<file path="config.mk">
export PLATFORM = sky130hd
export DESIGN_NAME = health_weighted_replica_select_flat
export DESIGN_NICKNAME = d
export VERILOG_FILES = /design/src/sv/hwrs_pkg.sv /design/src/sv/hwrs_if.sv /design/src/sv/health_weighted_replica_select.sv /design/src/sv/hwrs_health_ram.sv /design/src/sv/hwrs_lane.sv /design/src/sv/hwrs_merge.sv /design/src/sv/hwrs_mod.sv /design/src/flat_wrapper.sv
export SDC_FILE = /design/constraint.sdc
export NUM_CORES = 2
export LEC_CHECK = 0
export BUFFER_PORTS_ARGS = -buffer_cell sky130_fd_sc_hd__buf_2
export CAP_MARGIN = 20
export CELL_PAD_IN_SITES_DETAIL_PLACEMENT = 1
export CELL_PAD_IN_SITES_GLOBAL_PLACEMENT = 2
export CORE_MARGIN = 10
export CORE_UTILIZATION = 47
export CTS_BUF_LIST = sky130_fd_sc_hd__clkbuf_4
export DETAILED_ROUTE_END_ITERATION = 16
export GPL_ROUTABILITY_DRIVEN = 0
export HOLD_SLACK_MARGIN = 0.03
export PLACE_DENSITY = 0.84
export SYNTH_ARGS = -nofsm -noshare
export SYNTH_HDL_FRONTEND = slang
export SYNTH_SLANG_ARGS = --single-unit
</file>
<file path="constraint.sdc">
create_clock -name clk -period 15.42 [get_ports clk]
set_clock_uncertainty 0.15 [all_clocks]
set_input_delay 0 -clock clk [delete_from_list [all_inputs] [get_ports clk]]
set_output_delay 0 -clock clk [all_outputs]
set_load 0.03 [all_outputs]
</file>
<file path="src/sv/hwrs_pkg.sv">
// ----------------------------------------------------------------------------
// hwrs_pkg
// Shared types, constants and codes of the health-weighted replica selector.
// ----------------------------------------------------------------------------
package hwrs_pkg;

  localparam int SERVERS   = 64;
  localparam int REPLICAS  = 4;
  localparam int TRIED_MAX = 4;
  localparam int ADDR_W    = $clog2(SERVERS);
  localparam int LANE_W    = $clog2(REPLICAS > 1 ? REPLICAS : 2);
  localparam int TOTAL_W   = 10;              // 4 * 255 fits
  localparam int RAND_W    = 31;
  localparam int HLTH_W    = 8;

  localparam logic [HLTH_W-1:0] HEALTH_RESET = 8'd50;
  localparam logic [HLTH_W-1:0] INC_RESET    = 8'd1;
  localparam logic [HLTH_W-1:0] MAX_RESET    = 8'd50;
  localparam logic [HLTH_W-1:0] MIN_RESET    = 8'd2;

  localparam int CFG_IDX_W  = 2;
  localparam int CFG_DATA_W = 8;
  localparam logic [CFG_IDX_W-1:0] CFG_STANDALONE   = 2'd0;
  localparam logic [CFG_IDX_W-1:0] CFG_INC_STEP     = 2'd1;
  localparam logic [CFG_IDX_W-1:0] CFG_HEALTH_CAP   = 2'd2;
  localparam logic [CFG_IDX_W-1:0] CFG_HEALTH_FLOOR = 2'd3;

  typedef struct packed {
    logic [5:0]        cand_0;
    logic [5:0]        cand_1;
    logic [5:0]        cand_2;
    logic [5:0]        cand_3;
    logic [2:0]        cand_count;
    logic [7:0]        tried_0;
    logic [7:0]        tried_1;
    logic [7:0]        tried_2;
    logic [7:0]        tried_3;
    logic [2:0]        tried_count;
    logic [RAND_W-1:0] random_value;
  } req_t;

  typedef struct packed {
    logic       found;
    logic [5:0] srv_id;
  } rsp_t;

  typedef logic [7:0]         tried_arr_t [TRIED_MAX];
  typedef logic [HLTH_W-1:0]  wgt_arr_t   [REPLICAS];
  typedef logic [TOTAL_W-1:0] sum_arr_t   [REPLICAS];

  // outcome of the merging stage
  typedef struct packed {
    logic              have;
    logic [LANE_W-1:0] idx;
  } sel_t;

  typedef enum logic [3:0] {
    S_IDLE,
    S_RD0,
    S_RD1,
    S_RD2,
    S_SUM,
    S_DIV,
    S_SEL,
    S_WR0,
    S_WR1,
    S_FIN
  } state_t;

endpackage

</file>
<file path="src/sv/hwrs_if.sv">
// ----------------------------------------------------------------------------
// hwrs_if
// Valid/ready channels for requests and responses.
// ----------------------------------------------------------------------------
interface hwrs_req_if;
  import hwrs_pkg::*;
  logic valid;
  logic ready;
  req_t data;
  modport source (output valid, output data, input ready);
  modport sink   (input valid, input data, output ready);
endinterface

interface hwrs_rsp_if;
  import hwrs_pkg::*;
  logic valid;
  logic ready;
  rsp_t data;
  modport source (output valid, output data, input ready);
  modport sink   (input valid, input data, output ready);
endinterface

</file>
<file path="src/sv/health_weighted_replica_select.sv">
// ----------------------------------------------------------------------------
// health_weighted_replica_select
// Picks one of up to four replica servers at random, weighted by per-server
// health, and keeps the health store up to date after each pick.
// ----------------------------------------------------------------------------
//
//   channel | dir | handshake            | beat
//   --------+-----+----------------------+-------------------------------------
//   req     | in  | req.valid/req.ready  | candidates, tried list, random value
//   rsp     | out | rsp.valid/rsp.ready  | found, srv_id
//   cfg     | in  | cfg_we               | cfg_idx selects register, cfg_wdata
//
// A weighted pick runs from one request beat to the next through health
// reads over the two read ports (S_RD0, S_RD1, S_RD2), a sum of the lanes,
// the remainder (four bits a cycle), a select, two health writes through
// the single write port, the hand-off of the result and a return to idle;
// the second write is skipped when there is no failed server in the store
// to halve. Standalone mode, or nothing left untried, goes straight to the
// hand-off; a zero weight total ends after the sum.
// Reset (rst, synchronous) marks all health entries as holding 50 at once;
// no clearing pass. req.ready stays low while rst is high. A stalled
// response sits in the output register while the next request is already
// taken and worked on.
// ----------------------------------------------------------------------------
module health_weighted_replica_select (
  input  logic                              clk,
  input  logic                              rst,
  input  logic                              cfg_we,
  input  logic [hwrs_pkg::CFG_IDX_W-1:0]    cfg_idx,
  input  logic [hwrs_pkg::CFG_DATA_W-1:0]   cfg_wdata,
  hwrs_req_if.sink                          req,
  hwrs_rsp_if.source                        rsp
);
  import hwrs_pkg::*;

  // configuration registers
  logic              standalone;
  logic [HLTH_W-1:0] inc_step;
  logic [HLTH_W-1:0] health_cap;
  logic [HLTH_W-1:0] health_floor;

  always_ff @(posedge clk) begin
    if (rst) begin
      standalone   <= 1'b0;
      inc_step     <= INC_RESET;
      health_cap   <= MAX_RESET;
      health_floor <= MIN_RESET;
    end else if (cfg_we) begin
      case (cfg_idx)
        CFG_STANDALONE:   standalone   <= cfg_wdata[0];
        CFG_INC_STEP:     inc_step     <= cfg_wdata;
        CFG_HEALTH_CAP:   health_cap   <= cfg_wdata;
        CFG_HEALTH_FLOOR: health_floor <= cfg_wdata;
        default: ;
      endcase
    end
  end

  state_t state;
  state_t state_next;

  // latched request
  req_t       req_r;
  logic [2:0] nc_r;
  logic [2:0] nt_r;
  logic [5:0] cand_a  [REPLICAS];
  tried_arr_t tried_a;
  logic [7:0] last_tried;
  logic       fail_ok;

  // clamped counts of the incoming beat
  logic [2:0] nc_in;
  logic [2:0] nt_in;
  logic       accept;

  assign accept = req.valid && req.ready;
  assign nc_in  = (32'(req.data.cand_count) > REPLICAS) ? 3'(REPLICAS)
                                                         : req.data.cand_count;
  assign nt_in  = (32'(req.data.tried_count) > TRIED_MAX) ? 3'(TRIED_MAX)
                                                           : req.data.tried_count;

  always_comb begin
    logic [5:0] c4 [4];
    c4[0] = req_r.cand_0;
    c4[1] = req_r.cand_1;
    c4[2] = req_r.cand_2;
    c4[3] = req_r.cand_3;
    for (int i = 0; i < REPLICAS; i++) begin
      cand_a[i] = c4[i];
    end
    tried_a[0] = req_r.tried_0;
    tried_a[1] = req_r.tried_1;
    tried_a[2] = req_r.tried_2;
    tried_a[3] = req_r.tried_3;
    last_tried = tried_a[2'(nt_r - 3'd1)];
  end

  // the failed server is in the store and there was one
  assign fail_ok = (nt_r != 3'd0) && (32'(last_tried) < SERVERS);

  // health store
  logic              ram_we;
  logic [ADDR_W-1:0] ram_waddr;
  logic [HLTH_W-1:0] ram_wdata;
  logic [ADDR_W-1:0] ram_ra;
  logic [ADDR_W-1:0] ram_rb;
  logic [HLTH_W-1:0] ram_da;
  logic [HLTH_W-1:0] ram_db;

  hwrs_health_ram u_ram (
    .clk     (clk),
    .rst     (rst),
    .we      (ram_we),
    .waddr   (ram_waddr),
    .wdata   (ram_wdata),
    .raddr_a (ram_ra),
    .raddr_b (ram_rb),
    .rdata_a (ram_da),
    .rdata_b (ram_db)
  );

  // lane healths as read, failed server health
  logic [HLTH_W-1:0] h_r [REPLICAS];
  logic [HLTH_W-1:0] hf_r;

  // lanes
  wgt_arr_t weight_c;
  wgt_arr_t weight_r;

  for (genvar g = 0; g < REPLICAS; g++) begin : g_lane
    hwrs_lane u_lane (
      .cand   (cand_a[g]),
      .tried  (tried_a),
      .nt     (nt_r),
      .en     (32'(g) < 32'(nc_r)),
      .health (h_r[g]),
      .weight (weight_c[g])
    );
  end

  // merge
  sum_arr_t           wsum_c;
  sum_arr_t           wsum_r;
  logic [TOTAL_W-1:0] total_c;
  logic [TOTAL_W-1:0] pick;
  sel_t               sel;

  hwrs_merge u_merge (
    .weight   (weight_c),
    .wsum     (wsum_c),
    .total    (total_c),
    .weight_q (weight_r),
    .wsum_q   (wsum_r),
    .pick     (pick),
    .sel      (sel)
  );

  // remainder unit
  logic mod_start;
  logic mod_done;

  hwrs_mod u_mod (
    .clk      (clk),
    .rst      (rst),
    .start    (mod_start),
    .dividend (req_r.random_value),
    .divisor  (total_c),
    .done     (mod_done),
    .rem      (pick)
  );

  // health updates
  logic [LANE_W-1:0] ch_idx_r;
  logic [5:0]        ch_id;
  logic [HLTH_W:0]   inc_sum;
  logic [HLTH_W-1:0] ch_new;
  logic [HLTH_W-1:0] half;
  logic [HLTH_W-1:0] fail_new;

  assign ch_id    = cand_a[ch_idx_r];
  assign inc_sum  = {1'b0, h_r[ch_idx_r]} + {1'b0, inc_step};
  assign ch_new   = (inc_sum > {1'b0, health_cap}) ? health_cap : inc_sum[HLTH_W-1:0];
  assign half     = hf_r >> 1;
  assign fail_new = (half <= health_floor) ? health_floor : half;

  // result waiting for the output register
  logic       res_found;
  logic [5:0] res_id;
  logic       out_load;

  assign out_load = (state == S_FIN) && (!rsp.valid || rsp.ready);

  // sequencer
  always_ff @(posedge clk) begin
    if (rst) begin
      state <= S_IDLE;
    end else begin
      state <= state_next;
    end
  end

  always_comb begin
    state_next = state;
    req.ready  = 1'b0;
    ram_ra     = '0;
    ram_rb     = '0;
    ram_we     = 1'b0;
    ram_waddr  = ADDR_W'(ch_id);
    ram_wdata  = ch_new;
    mod_start  = 1'b0;
    case (state)
      S_IDLE: begin
        req.ready = !rst;
        if (req.valid) begin
          if (standalone || (nt_in >= nc_in)) begin
            state_next = S_FIN;
          end else begin
            state_next = S_RD0;
          end
        end
      end
      S_RD0: begin
        ram_ra     = ADDR_W'(cand_a[0]);
        ram_rb     = ADDR_W'(cand_a[1]);
        state_next = S_RD1;
      end
      S_RD1: begin
        ram_ra     = ADDR_W'(cand_a[2]);
        ram_rb     = ADDR_W'(cand_a[3]);
        state_next = S_RD2;
      end
      S_RD2: begin
        ram_ra     = ADDR_W'(last_tried);
        state_next = S_SUM;
      end
      S_SUM: begin
        if (total_c == '0) begin
          state_next = S_FIN;
        end else begin
          mod_start  = 1'b1;
          state_next = S_DIV;
        end
      end
      S_DIV: begin
        if (mod_done) begin
          state_next = S_SEL;
        end
      end
      S_SEL: begin
        state_next = sel.have ? S_WR0 : S_FIN;
      end
      S_WR0: begin
        ram_we     = 1'b1;
        state_next = fail_ok ? S_WR1 : S_FIN;
      end
      S_WR1: begin
        ram_we     = 1'b1;
        ram_waddr  = ADDR_W'(last_tried);
        ram_wdata  = fail_new;
        state_next = S_FIN;
      end
      S_FIN: begin
        if (!rsp.valid || rsp.ready) begin
          state_next = S_IDLE;
        end
      end
      default: state_next = S_IDLE;
    endcase
  end

  // datapath registers
  always_ff @(posedge clk) begin
    case (state)
      S_IDLE: begin
        if (accept) begin
          req_r     <= req.data;
          nc_r      <= nc_in;
          nt_r      <= nt_in;
          res_found <= standalone;
          res_id    <= '0;
        end
      end
      S_RD1: begin
        h_r[0] <= ram_da;
        h_r[1] <= ram_db;
      end
      S_RD2: begin
        h_r[2] <= ram_da;
        h_r[3] <= ram_db;
      end
      S_SUM: begin
        hf_r     <= ram_da;
        weight_r <= weight_c;
        wsum_r   <= wsum_c;
      end
      S_SEL: begin
        ch_idx_r <= sel.idx;
      end
      S_WR0: begin
        res_found <= 1'b1;
        res_id    <= ch_id;
      end
      default: ;
    endcase
  end

  // output register
  always_ff @(posedge clk) begin
    if (rst) begin
      rsp.valid <= 1'b0;
    end else if (out_load) begin
      rsp.valid <= 1'b1;
    end else if (rsp.ready) begin
      rsp.valid <= 1'b0;
    end
  end

  always_ff @(posedge clk) begin
    if (out_load) begin
      rsp.data.found  <= res_found;
      rsp.data.srv_id <= res_id;
    end
  end

endmodule

</file>
<file path="src/sv/hwrs_health_ram.sv">
// ----------------------------------------------------------------------------
// hwrs_health_ram
// Health store: one write port, two registered read ports, per-entry valid
// bits so that unwritten entries read as the reset health.
// ----------------------------------------------------------------------------
module hwrs_health_ram (
  input  logic                          clk,
  input  logic                          rst,
  input  logic                          we,
  input  logic [hwrs_pkg::ADDR_W-1:0]   waddr,
  input  logic [hwrs_pkg::HLTH_W-1:0]   wdata,
  input  logic [hwrs_pkg::ADDR_W-1:0]   raddr_a,
  input  logic [hwrs_pkg::ADDR_W-1:0]   raddr_b,
  output logic [hwrs_pkg::HLTH_W-1:0]   rdata_a,
  output logic [hwrs_pkg::HLTH_W-1:0]   rdata_b
);
  import hwrs_pkg::*;

  logic [HLTH_W-1:0] mem [SERVERS];
  logic [SERVERS-1:0] vld;
  logic [HLTH_W-1:0] rd_a;
  logic [HLTH_W-1:0] rd_b;
  logic              vld_a;
  logic              vld_b;

  always_ff @(posedge clk) begin
    if (we) begin
      mem[waddr] <= wdata;
    end
    rd_a <= mem[raddr_a];
    rd_b <= mem[raddr_b];
  end

  always_ff @(posedge clk) begin
    if (rst) begin
      vld   <= '0;
      vld_a <= 1'b0;
      vld_b <= 1'b0;
    end else begin
      if (we) begin
        vld[waddr] <= 1'b1;
      end
      vld_a <= vld[raddr_a];
      vld_b <= vld[raddr_b];
    end
  end

  assign rdata_a = vld_a ? rd_a : HEALTH_RESET;
  assign rdata_b = vld_b ? rd_b : HEALTH_RESET;

endmodule

</file>
<file path="src/sv/hwrs_lane.sv">
// ----------------------------------------------------------------------------
// hwrs_lane
// One candidate lane: checks the tried list and yields the candidate weight.
// ----------------------------------------------------------------------------
module hwrs_lane (
  input  logic [5:0]                  cand,
  input  hwrs_pkg::tried_arr_t        tried,
  input  logic [2:0]                  nt,
  input  logic                        en,
  input  logic [hwrs_pkg::HLTH_W-1:0] health,
  output logic [hwrs_pkg::HLTH_W-1:0] weight
);
  import hwrs_pkg::*;

  logic seen;
  logic in_range;

  always_comb begin
    seen = 1'b0;
    for (int j = 0; j < TRIED_MAX; j++) begin
      if ((32'(j) < 32'(nt)) && (tried[j] == {2'b00, cand})) begin
        seen = 1'b1;
      end
    end
  end

  assign in_range = 32'(cand) < SERVERS;
  assign weight   = (en && !seen && in_range) ? health : '0;

endmodule

</file>
<file path="src/sv/hwrs_merge.sv">
// ----------------------------------------------------------------------------
// hwrs_merge
// Merges the lanes: running weight sums, and the first lane with a nonzero
// weight whose sum exceeds the pick point.
// ----------------------------------------------------------------------------
module hwrs_merge (
  input  hwrs_pkg::wgt_arr_t           weight,
  output hwrs_pkg::sum_arr_t           wsum,
  output logic [hwrs_pkg::TOTAL_W-1:0] total,
  input  hwrs_pkg::wgt_arr_t           weight_q,
  input  hwrs_pkg::sum_arr_t           wsum_q,
  input  logic [hwrs_pkg::TOTAL_W-1:0] pick,
  output hwrs_pkg::sel_t               sel
);
  import hwrs_pkg::*;

  always_comb begin
    logic [TOTAL_W-1:0] acc;
    acc = '0;
    for (int i = 0; i < REPLICAS; i++) begin
      acc     = acc + TOTAL_W'(weight[i]);
      wsum[i] = acc;
    end
    total = acc;
  end

  // lowest lane wins
  always_comb begin
    sel = '0;
    for (int i = REPLICAS - 1; i >= 0; i--) begin
      if ((weight_q[i] != '0) && (wsum_q[i] > pick)) begin
        sel.have = 1'b1;
        sel.idx  = LANE_W'(i);
      end
    end
  end

endmodule

</file>
<file path="src/sv/hwrs_mod.sv">
// ----------------------------------------------------------------------------
// hwrs_mod
// Iterative remainder of the random value by the weight total, four
// quotient bits a cycle.
// ----------------------------------------------------------------------------
module hwrs_mod (
  input  logic                          clk,
  input  logic                          rst,
  input  logic                          start,
  input  logic [hwrs_pkg::RAND_W-1:0]   dividend,
  input  logic [hwrs_pkg::TOTAL_W-1:0]  divisor,
  output logic                          done,
  output logic [hwrs_pkg::TOTAL_W-1:0]  rem
);
  import hwrs_pkg::*;

  localparam int STEPS = 4;
  localparam int Q_W   = ((RAND_W + STEPS - 1) / STEPS) * STEPS;
  localparam int ITERS = Q_W / STEPS;
  localparam int CNT_W = $clog2(ITERS);

  logic [Q_W-1:0]     q;
  logic [TOTAL_W-1:0] d;
  logic [CNT_W-1:0]   cnt;
  logic               busy;
  logic [TOTAL_W-1:0] rem_next;
  logic [Q_W-1:0]     q_next;

  always_comb begin
    logic [TOTAL_W:0] r2;
    rem_next = rem;
    q_next   = q;
    for (int k = 0; k < STEPS; k++) begin
      r2 = {rem_next, q_next[Q_W-1]};
      if (r2 >= {1'b0, d}) begin
        r2 = r2 - {1'b0, d};
      end
      rem_next = r2[TOTAL_W-1:0];
      q_next   = {q_next[Q_W-2:0], 1'b0};
    end
  end

  always_ff @(posedge clk) begin
    if (rst) begin
      busy <= 1'b0;
      cnt  <= '0;
    end else if (start) begin
      busy <= 1'b1;
      cnt  <= '0;
    end else if (busy) begin
      cnt <= cnt + 1'b1;
      if (cnt == CNT_W'(ITERS - 1)) begin
        busy <= 1'b0;
      end
    end
  end

  always_ff @(posedge clk) begin
    if (start) begin
      q   <= Q_W'(dividend);
      d   <= divisor;
      rem <= '0;
    end else if (busy) begin
      q   <= q_next;
      rem <= rem_next;
    end
  end

  assign done = busy && (cnt == CNT_W'(ITERS - 1));

endmodule

</file>
<file path="src/flat_wrapper.sv">
// flat-port wrapper written by rule: the top's interface ports become plain ports
module health_weighted_replica_select_flat import hwrs_pkg::*;
  (clk, rst, cfg_we, cfg_idx, cfg_wdata, req_valid, req_data, req_ready, rsp_valid, rsp_data, rsp_ready);
  hwrs_req_if req_i ();
  hwrs_rsp_if rsp_i ();
  input  logic clk;
  input  logic rst;
  input  logic cfg_we;
  input  logic [hwrs_pkg::CFG_IDX_W-1:0] cfg_idx;
  input  logic [hwrs_pkg::CFG_DATA_W-1:0] cfg_wdata;
  input wire logic [$bits(req_i.valid)-1:0] req_valid;
  input wire logic [$bits(req_i.data)-1:0] req_data;
  output wire logic [$bits(req_i.ready)-1:0] req_ready;
  output wire logic [$bits(rsp_i.valid)-1:0] rsp_valid;
  output wire logic [$bits(rsp_i.data)-1:0] rsp_data;
  input wire logic [$bits(rsp_i.ready)-1:0] rsp_ready;
  assign req_i.valid = req_valid;
  assign req_i.data = req_data;
  assign req_ready = req_i.ready;
  assign rsp_valid = rsp_i.valid;
  assign rsp_data = rsp_i.data;
  assign rsp_i.ready = rsp_ready;
  health_weighted_replica_select u_core (.clk(clk), .rst(rst), .cfg_we(cfg_we), .cfg_idx(cfg_idx), .cfg_wdata(cfg_wdata), .req(req_i), .rsp(rsp_i));
endmodule
</file>
== Word level (Yosys, flattened, before mapping) ==
Memory sizes are Yosys's and may differ from the RTL's. A register that Yosys moved wholly into a read port is not among the register bits.
Index checks and enable logic that the tools add are counted.
Word-level totals
  register bits after elaboration: 331
  memory bits (writable): 544
  input port bits: 108
  output and inout bits: 9
  logic and storage cells: 261
  memories kept: 2
Memory list
  u_core.u_ram.mem: depth 64, bits a word 8, read ports 2, clocked after Yosys merged registers in 2, write ports 1, RTL line hwrs_health_ram.sv:19  | logic [HLTH_W-1:0] mem [SERVERS];
  u_core.h_r: depth 4, bits a word 8, read ports 5, clocked after Yosys merged registers in 0, write ports 2, RTL line health_weighted_replica_select.sv:123  | logic [HLTH_W-1:0] h_r [REPLICAS];
Operators by class
  add/subtract/negate cells: 10
  $lt $le $gt $ge: 28
  equality and inequality tests: 33
  mux-type cells: 85
  bitwise gates (word level): 3
  reductions and logical operators: 60
Operators by type and width (number)
  equality test 8 x 6 -> 1 bit: 16
  two-way mux 8 bit: 13
  OR 64 bit: 1
  two-way mux 31 bit: 2
  greater-or-equal comparator 11 x 10 -> 1 bit: 4
  two-way mux 10 bit: 4
  case mux 4 bit (10 select lines): 1
  subtractor 10 bit: 4
  two-way mux 1 bit: 38
  nonzero test 8 bit: 4
  greater-than comparator 10 bit: 3
  logical AND 1 bit: 29
  two-way mux 4 bit: 6
  two-way mux 6 bit: 4
  case mux 6 bit (2 select lines): 2
  less-than comparator 6 x 7 -> 1 bit (second input constant): 3
  adder 8 x 8 -> 9 bit: 2
  two-way mux 3 bit: 6
  case mux 6 bit (3 select lines): 1
  binary-select mux 8 bit (select 2 bit): 1
  equality test 4 x 3 -> 1 bit (second input constant): 4
  OR reduction 8 bit: 2
  binary-select mux 1 bit (select 6 bit): 2
  binary-select mux 6 bit (select 2 bit): 1
  other kinds (36): 66

== Longest topological paths before layout ==
  word-level depth: 16
  gate-level depth with buffers: 42
  gate-level depth less buffers: 39

== Hierarchy ==
Synthesis repeated with hierarchy kept, for this count alone.
Second synthesis, totals
  cells, all modules: 3068
  area, all modules: 45563.7 µm²
By module, submodules not included
  hwrs_health_ram: instances 1, cells an instance 1537, area an instance 27426.3 µm², sequential area each 17016.3 µm²
  health_weighted_replica_select: instances 1, cells an instance 587, area an instance 9846.9 µm², sequential area each 7247.0 µm²
  hwrs_mod: instances 1, cells an instance 468, area an instance 4636.9 µm², sequential area each 1531.5 µm²
  hwrs_merge: instances 1, cells an instance 272, area an instance 2142.1 µm², sequential area each 0.0 µm²
  hwrs_lane: instances 4, cells an instance 51, area an instance 377.9 µm², sequential area each 0.0 µm²

== Worst setup path before layout ==
OpenSTA, ideal clock, no wires.
  kind: reg2reg
  start: register u_core.u_mod.d[1]
  end: register u_core.u_mod.rem[0] (netlist bit)
  library setup time: 0.070 ns
  data arrival time: 8.120 ns
  required time: 15.200 ns
  slack: 7.080 ns
  stages on the path, launching flop included: 42
  buffers on the path: 4
  period minus slack after synthesis: 8.340 ns
  path through: edfxtp_1 > inv_1 > ha_1 > nor2b_1 > o31ai_1 > a211o_1 > nor2b_1 > clkbuf_1 > nor2_1 > a21oi_1 > inv_1 > ha_1 > nor2b_1 > o31a_1 > o2111ai_1 > a21oi_1 > a21oi_2 > buf_2 > [6 not listed] > a21boi_0 > o41ai_1 > o21ai_0 > nor2b_1 > nand2_1 > buf_2 > mux2i_1 > ha_1 > a21o_1 > a21o_1 > a21o_1 > o21ai_0 > a21oi_1 > o221ai_1 > o211ai_1 > buf_2 > mux2_1 > a21oi_1
Between the ends
  word-level cells in the longest chain between the ends: 8
  elaborated cells between the ends (all ways): 11
  those cells by class: 3 x add/sub; 4 x order compare; 4 x mux
Ends and longest elaborated chain
  start: declaration: RTL line hwrs_mod.sv:23  | logic [TOTAL_W-1:0] d;
  start signal: assignment: RTL line hwrs_mod.sv:61  | d <= divisor;
  subtractor 10 bit or greater-or-equal comparator 11 x 10 -> 1 bit (tied branches): RTL line hwrs_mod.sv:36, hwrs_mod.sv:35
  two-way mux 10 bit: RTL line hwrs_mod.sv:35  | if (r2 >= {1'b0, d}) begin
  subtractor 10 bit or greater-or-equal comparator 11 x 10 -> 1 bit (tied branches): RTL line hwrs_mod.sv:36, hwrs_mod.sv:35
  two-way mux 10 bit: RTL line hwrs_mod.sv:35
  subtractor 10 bit or greater-or-equal comparator 11 x 10 -> 1 bit (tied branches): RTL line hwrs_mod.sv:36, hwrs_mod.sv:35
  two-way mux 10 bit: RTL line hwrs_mod.sv:35
  greater-or-equal comparator 11 x 10 -> 1 bit (*): RTL line hwrs_mod.sv:35
  two-way mux 10 bit (*): RTL line hwrs_mod.sv:35
  end signal: assignment: RTL line hwrs_mod.sv:65  | rem <= rem_next;
  end: declaration: RTL line hwrs_mod.sv:13  | output logic [hwrs_pkg::TOTAL_W-1:0] rem
Mark *: on every way between the ends. The rest lies on a longest branch, timed or not.
A chain may end at the register's enable or synchronous reset.

== Worst setup path after layout ==
  start: register u_core.u_mod.d[1]
  end: register u_core.u_mod.rem[3] (netlist bit)
Between the ends
  word-level cells in the longest chain between the ends: 8
  elaborated cells between the ends (all ways): 12
  those cells by class: 4 x add/sub; 4 x order compare; 4 x mux
Ends and longest elaborated chain (RTL line)
  subtractor 10 bit or greater-or-equal comparator 11 x 10 -> 1 bit (tied branches): hwrs_mod.sv:36, hwrs_mod.sv:35
  two-way mux 10 bit: hwrs_mod.sv:35
  subtractor 10 bit or greater-or-equal comparator 11 x 10 -> 1 bit (tied branches): hwrs_mod.sv:36, hwrs_mod.sv:35
  two-way mux 10 bit: hwrs_mod.sv:35
  subtractor 10 bit or greater-or-equal comparator 11 x 10 -> 1 bit (tied branches): hwrs_mod.sv:36, hwrs_mod.sv:35
  two-way mux 10 bit: hwrs_mod.sv:35
  greater-or-equal comparator 11 x 10 -> 1 bit or subtractor 10 bit (tied branches): hwrs_mod.sv:35, hwrs_mod.sv:36
  two-way mux 10 bit (*): hwrs_mod.sv:35
Marks and branches as above.

==> summary.txt <==
Longest Clk Path Bufs: 3
fin crit share: 75.3%
number of global-route vias before repair: 41400
via count: 40200
number of synthesized register bits: 889
Seq/Total Area, Yosys: 55.3%
failing checks: capacitance limit, slew limit
Initial Util: 47.5%
Die H: 333 um
worst-skew pair later-pin latency: 1.26 ns
DIE AREA: 111000 um2
1st-iter DRT viols: 4115
Mapped Area: 46000 um2
H-tree levels: 4
DR WL met3: 14600 um
Synth cell types: 71
Rows: 114
global route total overflow: 0
slowest cell on the critical path: nor2b_1
actual slew at the worst max-slew pin: 1.72 ns
most frequent cells in the layout: nand2_1 (1014), edfxtp_1 (762), clkbuf_4 (364)
most common cell after layout, fill and taps aside: nand2_1
Primary FF master, synth: edfxtp_1
Max-cap violations: 1
Post-Layout Inst Area: 54400 um2
Final Max Slew Viols: 2
clock sink count: 889
drt drc: 0
minimum clock period: 11.61 ns
Final Hold Viols: 0
CTS clock-pin slew for the worst setup and hold paths: 0.12 ns
highest routed layer: met5
fin nets: 5170
endpoints failing setup: 0
initial antenna violation count: 28
per-cell routed wire length: 29.2 um
Core ar.: 96900 um2
Pleak: 0.0199 uW
kind of critical path: flip-flop to flip-flop
Ports: 117
dpl cell area: 47800 um2
final setup TNS: 0 ns
GR Util All Layers: 32.5%
TritonCTS clock tree: yes
root buffer cell: clkbuf_4
Post-Route WL: 187000 um
die width: 333 um
antenna viol nets, final: 0
RSZ-0062 raised after global routing: false
outcome: complete, but fails checks
post-layout util: 56.2%
Peak VDD IR: 0.181 mV
CP max stage delay: 0.72 ns
Pwr Density: 173 nW/um2
detailed-placement wirelength estimate: 103000 um
Worst Path Required: 16.38 ns
dominant cell type by area after synthesis: edfxtp_1
area delta synth->final: 18.3%
crit-path most repeated cell: nor2b_1
Vias/cell: 6.27
Slew HR: -15.4%
Mapped Nets: 4715
cts bufs inserted: 236
worst endpoint data arrival time: 12.57 ns
fmax: 86.1 MHz
share of the synthesized area in the top cell type: 49.8%
Mapped Cells: 4469
global-route wire length before repair: 271000 um
Port-buffer cells: 116
ys async rst share: 0%
WL met1: 68600 um
largest net degree at the start of global routing: 164
# resized after CTS: 0
mean post-synth cell area: 10.3 um2
layout cells sized above 1: 13.5%
CP Launch Type: flip-flop
critical path capture point type: flip-flop
EDFF count, synth: 762
synth top area cells: edfxtp_1 (50%), nand2_1 (8.3%), dfxtp_1 (5.5%)
HP Class: input pin to flip-flop
met2 wire len: 90500 um
crit-path max FO: 14
DR pass1 iterations: 8
Synth warnings: 0
## Yosys cell counts, types with 28 or more instances
cell and count:
nand2_1 1014, edfxtp_1 762, nor2_1 286, clkbuf_1 219, a211oi_1 216, and2_1 197
nand3_1 195, a21oi_1 193, a31oi_1 133, ha_1 130, dfxtp_1 127, xnor2_1 101
inv_1 88, a311oi_1 78, and3_1 70, buf_2 67, mux2i_1 46, xor2_1 46
buf_1 36, o21ai_0 36, a21o_1 34, nand4_1 34, o21a_1 28
## state kept, by name, summed over array words and instances (netlist names), 2 cells and up
| register | count |
|---|---|
| u_core.h_r | 32 |
| u_core.rsp.data | 7 |
| u_core.u_ram.rd_a | 8 |
| u_core.u_ram.vld | 64 |
| u_core.res_id | 6 |
| u_core.health_floor | 8 |
| u_core.u_ram.rd_b | 8 |
| u_core.u_mod.d | 10 |
| u_core.wsum_r | 29 |
| u_core.u_mod.cnt | 3 |
| u_core.u_ram.mem | 512 |
| u_core.cand_a | 24 |
| u_core.u_mod.q | 32 |
| u_core.req_r | 63 |
| u_core.u_mod.rem | 10 |
| u_core.nt_r | 3 |
| u_core.state | 4 |
| u_core.ch_idx_r | 2 |
| u_core.inc_step | 8 |
| u_core.hf_r | 7 |
| u_core.weight_r | 32 |
| u_core.nc_r | 3 |
| u_core.health_cap | 8 |
## report_power, final
part	internal, uW	switching [uW]	leakage [uW]
Combinational	1400	2780	0.0101
Sequential	2850	108	0.00794
Clock	1100	1160	0.00185
## through the flow
| step | power [uW] | hold slack (ns) | instances | setup slack [ns] |
|---|---|---|---|---|
| 2_1_floorplan | 5640 | -0.0511 | 4469 | 7.08 |
| 3_3_place_gp | 6780 | 0.0276 | 5621 | 5.13 |
| 3_5_place_dp | 6850 | 0.0283 | 5624 | 4.86 |
| 4_1_cts | 9080 | 0.0313 | 6386 | 4.81 |
| 5_1_grt | 9790 | 0.0822 | 6414 | 3.52 |
| 6_report | 9400 | 0.180 | 6419 | 3.81 |
## path summary, 6_finish.rpt
kind                startpoint                      to  slack, ns  cells past startpoint
max          u_core.u_mod.d[1]     u_core.u_mod.rem[3]       3.81                     37
min               cfg_wdata[5]  u_core.health_floor[5]       0.18                      5
max reg2reg  u_core.u_mod.d[1]     u_core.u_mod.rem[3]       3.81                     37
min reg2reg   u_core.res_id[4]      u_core.rsp.data[4]       0.29                      0
## routing by layer
metal  GRT usage (%)  up-vias
li1                -    17300
met1            36.4    20100
met2            54.9     1997
met3            7.95      774
met4            21.6       22
met5               0        -
## final cells by class
type                    count  area [um2]
flip-flops and latches    889       25400
diodes                     18        45.0
inverters                  88         330
well taps                1276        1600
clock inverters            75         375
repair buffers            542        4690
fillers                 10600       42500
clock buffers             364        2730
multi-input cells        3167       19200
## critical path: cells and delay by family (launching register included)
family | cells | cell delay (ns)
compound gates | 20 | 5.85
simple gates | 9 | 2.63
fa+ha+maj | 4 | 1.32
buf+inv | 3 | 0.56
flops | 1 | 0.54
mux | 1 | 0.45
## timing repair
item                      in CTS  in global routing
setup buffers                  0                  0
hold endpoints to repair     300                  0
hold buffers                 323                  0
## cells by family after synthesis
group | after synthesis | synth area share, %
AO/OA/AOI/OAI | 890 | 13.6
AND/OR/NAND/NOR | 1908 | 18.4
adder cells (fa/ha/maj) | 138 | 3.88
multiplexers | 84 | 2.45
flip-flops | 889 | 55.3
XOR/XNOR | 147 | 2.80
buffers and inverters | 413 | 3.58
Note: power is estimated with default switching activity, not from simulation.
